==> src/hdl/rhd_pkg.sv <==
// ----------------------------------------------------------------------------
// rhd_pkg
// Shared types and constants for the random hemisphere direction unit.
// ----------------------------------------------------------------------------
package rhd_pkg;

  localparam int unsigned FieldW = 18;
  localparam int unsigned TriesW = 8;

  localparam logic [31:0] GenOneReset = 32'd1151752134;
  localparam logic [31:0] GenTwoReset = 32'd2070363486;
  localparam logic [31:0] MulOne      = 32'd1701532575;
  localparam logic [31:0] AddOne      = 32'd571550083;
  localparam logic [31:0] MulTwo      = 32'd3145804233;
  localparam logic [31:0] AddTwo      = 32'd4178903934;

  typedef enum logic [3:0] {
    ST_IDLE,
    ST_GEN,
    ST_SQ,
    ST_SUM,
    ST_NUM,
    ST_DIV,
    ST_DOT,
    ST_SUMDOT,
    ST_OUT
  } rhd_state_t;

  // Controller to datapath.
  typedef struct packed {
    logic start;     // latch reference, clear try count
    logic gen;       // step generators, shift in one uniform
    logic sq;        // form the four squares and the cross products
    logic sum;       // add squares and square pairs, bump try count
    logic num;       // form the three numerators
    logic div_step;  // load the divider or take one quotient bit
    logic div_next;  // store quotient, move to next component
    logic dot;       // form dot product terms
    logic sumdot;    // add terms and flip
  } rhd_cmd_t;

  // Datapath to controller.
  typedef struct packed {
    logic draw_ok;   // d2 is nonzero and at most one
    logic div_last;  // all quotient bits of this component are done
    logic comp_last; // third component being divided
  } rhd_stat_t;

endpackage

==> src/hdl/rhd_ctrl.sv <==
// ----------------------------------------------------------------------------
// rhd_ctrl
// Sequencer for draw, rejection, division and flip.
// ----------------------------------------------------------------------------
module rhd_ctrl
  import rhd_pkg::*;
(
  input  logic      clk,
  input  logic      rst_n,
  input  logic      in_valid,
  output logic      in_stall,
  output logic      out_valid,
  input  logic      out_stall,
  output rhd_cmd_t  cmd,
  input  rhd_stat_t stat
);

  rhd_state_t state_r, state_nxt;
  logic [1:0] cnt_r, cnt_nxt;

  always_ff @(posedge clk) begin
    if (!rst_n) begin
      state_r <= ST_IDLE;
      cnt_r   <= '0;
    end else begin
      state_r <= state_nxt;
      cnt_r   <= cnt_nxt;
    end
  end

  always_comb begin
    state_nxt = state_r;
    cnt_nxt   = cnt_r;
    cmd       = '0;
    in_stall  = 1'b1;
    out_valid = 1'b0;
    unique case (state_r)
      ST_IDLE: begin
        in_stall = 1'b0;
        if (in_valid) begin
          cmd.start = 1'b1;
          cnt_nxt   = '0;
          state_nxt = ST_GEN;
        end
      end
      ST_GEN: begin
        cmd.gen = 1'b1;
        cnt_nxt = cnt_r + 2'd1;
        if (cnt_r == 2'd3) begin
          state_nxt = ST_SQ;
        end
      end
      ST_SQ: begin
        cmd.sq    = 1'b1;
        state_nxt = ST_SUM;
      end
      ST_SUM: begin
        cmd.sum   = 1'b1;
        state_nxt = ST_NUM;
      end
      ST_NUM: begin
        if (stat.draw_ok) begin
          cmd.num   = 1'b1;
          state_nxt = ST_DIV;
        end else begin
          state_nxt = ST_GEN;
        end
      end
      ST_DIV: begin
        if (!stat.div_last) begin
          cmd.div_step = 1'b1;
        end else begin
          cmd.div_next = 1'b1;
          if (stat.comp_last) begin
            state_nxt = ST_DOT;
          end
        end
      end
      ST_DOT: begin
        cmd.dot   = 1'b1;
        state_nxt = ST_SUMDOT;
      end
      ST_SUMDOT: begin
        cmd.sumdot = 1'b1;
        state_nxt  = ST_OUT;
      end
      ST_OUT: begin
        out_valid = 1'b1;
        if (!out_stall) begin
          state_nxt = ST_IDLE;
        end
      end
      default: state_nxt = ST_IDLE;
    endcase
  end

endmodule

==> config.mk <==
export PLATFORM = sky130hd
export DESIGN_NAME = rhd_ctrl
export DESIGN_NICKNAME = d
export VERILOG_FILES = /design/src/hdl/rhd_pkg.sv /design/src/hdl/rhd_ctrl.sv
export SDC_FILE = /design/constraint.sdc
export NUM_CORES = 1
export LEC_CHECK = 0
export BUFFER_PORTS_ARGS = -buffer_cell sky130_fd_sc_hd__buf_2
export CAP_MARGIN = 20
export CORE_AREA = 2 2 39 41
export DETAILED_ROUTE_END_ITERATION = 12
export DIE_AREA = 0 0 41 43
export GPL_TIMING_DRIVEN = 0
export SETUP_SLACK_MARGIN = 0.4
export SYNTH_ARGS = -nofsm -noshare
export SYNTH_HDL_FRONTEND = slang
export SYNTH_SLANG_ARGS = --single-unit
==> constraint.sdc <==
create_clock -name clk -period 1.45 [get_ports clk]
set_input_delay 0.145 -clock clk [delete_from_list [all_inputs] [get_ports clk]]
set_output_delay 0.145 -clock clk [all_outputs]
set_load 0.05 [all_outputs]
# [Word-level counts from Yosys, hierarchy flattened]
# Index checks and enable logic that the tools add are counted.
[word_totals] input_bits=7 word_cells=44 reg_bits=6
[classes] eq_ne=14 addsub=1 mux=23 reduce_logical=4
[ops] operator="4-bit case mux with 9 select lines" n=1
[ops] operator="4-bit two-way mux" n=5
[ops] operator="4-bit by 3-bit equality test with 1-bit output, second input constant" n=4
[ops] operator="1-bit two-way mux" n=13
[ops] operator="2-bit inequality test, second input constant" n=5
[ops] operator="4-bit by 2-bit equality test with 1-bit output, second input constant" n=2
[ops] operator="5-bit AND reduction" n=1
[ops] operator="4-bit by 1-bit equality test with 1-bit output, second input constant" n=1
[ops] operator="4-bit equality test, second input constant" n=1
[ops] operator="4-bit zero test" n=1
[ops] operator="2-bit two-way mux" n=2
[ops] operator="2-bit case mux with 2 select lines" n=1
[ops] operator="3-bit two-way mux" n=1
[ops] operator="2-bit by 1-bit adder with 2-bit output, second input constant" n=1
[ops] operator="2-bit equality test, second input constant" n=1
[ops] operator="2-bit AND reduction" n=1
[ops] operator="2-bit nonzero test" n=1

# [Longest topological paths before layout]
[depth] word_depth=3 ltp_mapped=4 ltp_nobuf=4

# [Least setup slack after synthesis]
# OpenSTA, ideal clock, no wires.
[synth_timing] kind="reg-to-reg" start="register state_r[0]" end="register state_r[3]" stages_incl_launch_ff=5 period_less_slack_ps=1834 required_time_ps=1390 arrival_ps=1773 setup_slack_ps=-384 path_cell_list="dfxtp_1 > buf_6 > nor4b_2 > and2_1 > o21a_1"
[synth_via] elab_chain_cells=3 word_cells_on_any_way=16
[synth_rtl] item="from (decl)" line="rhd_ctrl.sv:18" source="rhd_state_t state_r, state_nxt;"
[synth_rtl] item="from (signal assigned)" line="rhd_ctrl.sv:26" source="state_r <= state_nxt;"
[synth_rtl] item="4-bit by 1-bit equality test with 1-bit output (tied with other cells)" line="rhd_ctrl.sv:37" source="unique case (state_r)"
[synth_rtl] item="2-bit inequality test (no line)"
[synth_rtl] item="5-bit AND reduction (no line)"
# Parallel ways exist; a longest one is shown, timed or not.
# A chain may end at the register's enable or synchronous reset.

==> results by group <==
Drt
  • Number of DRC markers in iteration 0: 4
  • Drt via density: 5.14
  • Post-route ant nets: 0
  • Sum of routed wire length over all layers: 1.75 mm
  • WL per Instance: 17.2 µm
  • Initial DRT Pass Iterations: 4
  • Residual DRC count: 0
  • Via count of the routed design: 524

Timing
  • Worst-case hold slack: 0.195 ns
  • Worst slew slack as a fraction of its limit: 81.5%
  • Number of max-slew violations in the final report: 0
  • Max Clock Skew: 0.000269 ns
  • Total Negative Setup Slacks: 0 ns
  • Final number of hold-violating endpoints: 0
  • RSZ-0062 raised after global routing: yes
  • Final cycle utilization of the critical path: 98.7%
  • Post-layout min period: 1.43 ns
  • Endpoints failing setup: 0
  • Least-Margin Pin Slew: 0.274 ns
  • Fmax: 699 MHz

Placed design
  • Global placement routability congestion: 0.663
  • # port buffers: 17
  • HPWL after detailed placement: 765 µm
  • Cell count after placement: 83

Power
  • Static leakage power: 0.429 nW
  • Power density of the placed cells: 868 nW/µm²
  • Final total power: 0.888 mW
  • Maximum resistive drop on vdd: 741 µV

Finish
  • Utilization after layout: 73.9%
  • Antenna diode count: 0
  • Number of cells in the finished layout apart from fillers: 102
  • Area overhead of the layout relative to synthesis: 128%
  • Fraction of final layout cells with drive strength greater than 1: 82.6%
  • Total Nets Final: 96

Clocking
  • CTS HTree Levels: 1
  • Worst skew pair latency: 0.24 ns
  • CTS Root Cell: sky130_fd_sc_hd__clkbuf_4
  • Number of buffers created by CTS: 3
  • CTS sink count: 6
  • Cts hold-fix bufs: 0
  • Clock-pin slew reported for the worst setup and hold paths after clock tree synthesis: 0.05 ns
  • Maximum count of clock buffers along a single path: 2
  • Clock tree from TritonCTS: built

Flow run
  • Count of max-cap constraint violations: 0

Worst setup path
  • Worst path most repeated cell: sky130_fd_sc_hd__buf_8
  • Setup crit end kind: output port
  • Highest net fanout along the worst path: 6
  • Start-to-end type of the worst setup path: flop to output port
  • CP Data Required Time: 1.31 ns
  • Slowest stage delay, CP: 0.34 ns
  • Cell-by-cell listing of the critical path: buf_8 -> or2b_4 -> nor2_4 -> buf_8
  • Arrival time of data at the critical path endpoint: 1.29 ns
  • Slowest CP cell: sky130_fd_sc_hd__dfxtp_2
  • Startpoint type of the worst setup path: flop

Global route
  • Total congestion overflow: 0
  • First-pass GRT wire length: 2.10 mm
  • Initial antenna violation count: 0
  • Total Routing Usage GR: 17.5%
  • Maximum number of pins on one net before global-route repair: 9
  • Via count of the first global-routing pass: 490

Outcome
  • Result of the run: finished, final reports clean

Floorplan
  • Die Area: 1760 µm²
  • Top-level port count: 18
  • Die extent in x: 41 µm
  • Die Ht: 43 µm
  • Core box area: 1380 µm²
  • # rows: 14
  • Starting density of the core: 32.4%

Yosys
  • Mean instance size in the synthesized netlist: 8.96 µm²
  • Mapped Area: 448 µm²
  • Share of flip-flops with an asynchronous set or reset: 0%
  • Post-synthesis sequential area ratio: 26.8%
  • Number of flops mapped to enable cells by yosys: 0
  • Biggest area consumer among synthesized cells: sky130_fd_sc_hd__dfxtp_1
  • Total nets after synthesis: 58
  • Number of storage elements in the synthesis netlist: 6
  • Syn. warnings: 0
  • Synth area leaders: sky130_fd_sc_hd__dfxtp_1, sky130_fd_sc_hd__nor2_1, sky130_fd_sc_hd__nor4b_4
  • Flip-flop cell with the highest count after synthesis: sky130_fd_sc_hd__dfxtp_1
  • Count of different cell masters after synthesis: 29
  • Fraction of post-synthesis cell area in the top cell type by area: 26.8%
  • Cells after Synth: 50

Worst hold path
  • Class of the most critical hold timing path: primary input to flop
[power by group]
part           switching [mW]  total [mW]  internal, mW  leakage, nW
logic                   0.274       0.533         0.259        0.364
clock network          0.0605       0.154        0.0937       0.0138
registers              0.0175       0.201         0.183       0.0510
total                   0.352       0.888         0.536        0.429
[final timing paths]
kind | start | end | slack [ns] | cells past startpoint
min | rst_n | state_r[3] | 0.20 | 2
max reg2reg | state_r[1] | state_r[0] | 0.05 | 5
min reg2reg | cnt_r[1] | cnt_r[1] | 0.47 | 2
max | state_r[0] | cmd[0] | 0.02 | 4
[cell families (layout without fill, tap and decap cells)]
kind of cell | count (synthesis) | in the layout | synth area share [%]
flip-flops | 6 | 6 | 26.8
AND/OR/NAND/NOR | 28 | 28 | 43.3
adder cells (fa/ha/maj) | 1 | 1 | 2.79
buffers and inverters | 6 | 42 | 8.94
XOR/XNOR | 1 | 1 | 1.96
multiplexers | 1 | 1 | 2.23
AO/OA/AOI/OAI | 7 | 7 | 14.0
[synthesized netlist by cell type (2+ instances only)]
cell	n
sky130_fd_sc_hd__nor2_1	9
sky130_fd_sc_hd__buf_6	2
sky130_fd_sc_hd__nand2_1	3
sky130_fd_sc_hd__dfxtp_1	6
sky130_fd_sc_hd__inv_1	2
sky130_fd_sc_hd__o21a_1	2
sky130_fd_sc_hd__buf_2	2
sky130_fd_sc_hd__nor3_1	2
sky130_fd_sc_hd__nor4b_1	2
[layout make-up]
type,instances,area (µm²)
Timing Repair Buffer,33,308
Clock buffer,3,22.5
Multi-Input combinational cell,38,480
Inverter,2,7.51
Sequential cell,6,128
Buffer,4,56.3
Tap cell,16,20.0
Fill cell,96,362
[stage by stage]
step	setup WS [ns]	cell area [µm²]
floorplan	-0.112	502
global placement	0.120	607
detailed placement	0.120	607
CTS	0.0547	846
global route	-0.0264	1020
finish	0.0191	1020
[flip-flops by register name (all words and copies together), names as in the netlist]
signal	cells
state_r	4
cnt_r	2
[critical path: cells and delay by family (launching register included)]
family	cells	cell delay [ns]
DFF	1	0.34
and+or+nand+nor	2	0.41
buffers and inverters	2	0.29
[timing repair]
action | CTS | global route
cloned | 1 | 0
pin swaps | 8 | 13
resized for setup | 39 | 27
setup buffers | 10 | 5
endpoints found under the setup margin | 17 | 17
[metal layers]
metal  share of wire [%]  up-vias  GRT usage, %
met2                  55        8          26.9
met4                0.80        0          6.67
met1                  43      257          23.3
met3                 1.3        2          3.14
met5                   0        -             0
li1                    -      257             -
[placed cells by master, fill, tap and decap left out, drive strengths merged, types with 2 or more instances in the layout]
cell type  instances
nor4b              4
o21a               2
and2               2
clkbuf             3
nand2              3
nor3               2
nor2               9
buf               37
inv                2
dfxtp              6
(Power assumes the default switching activity.)
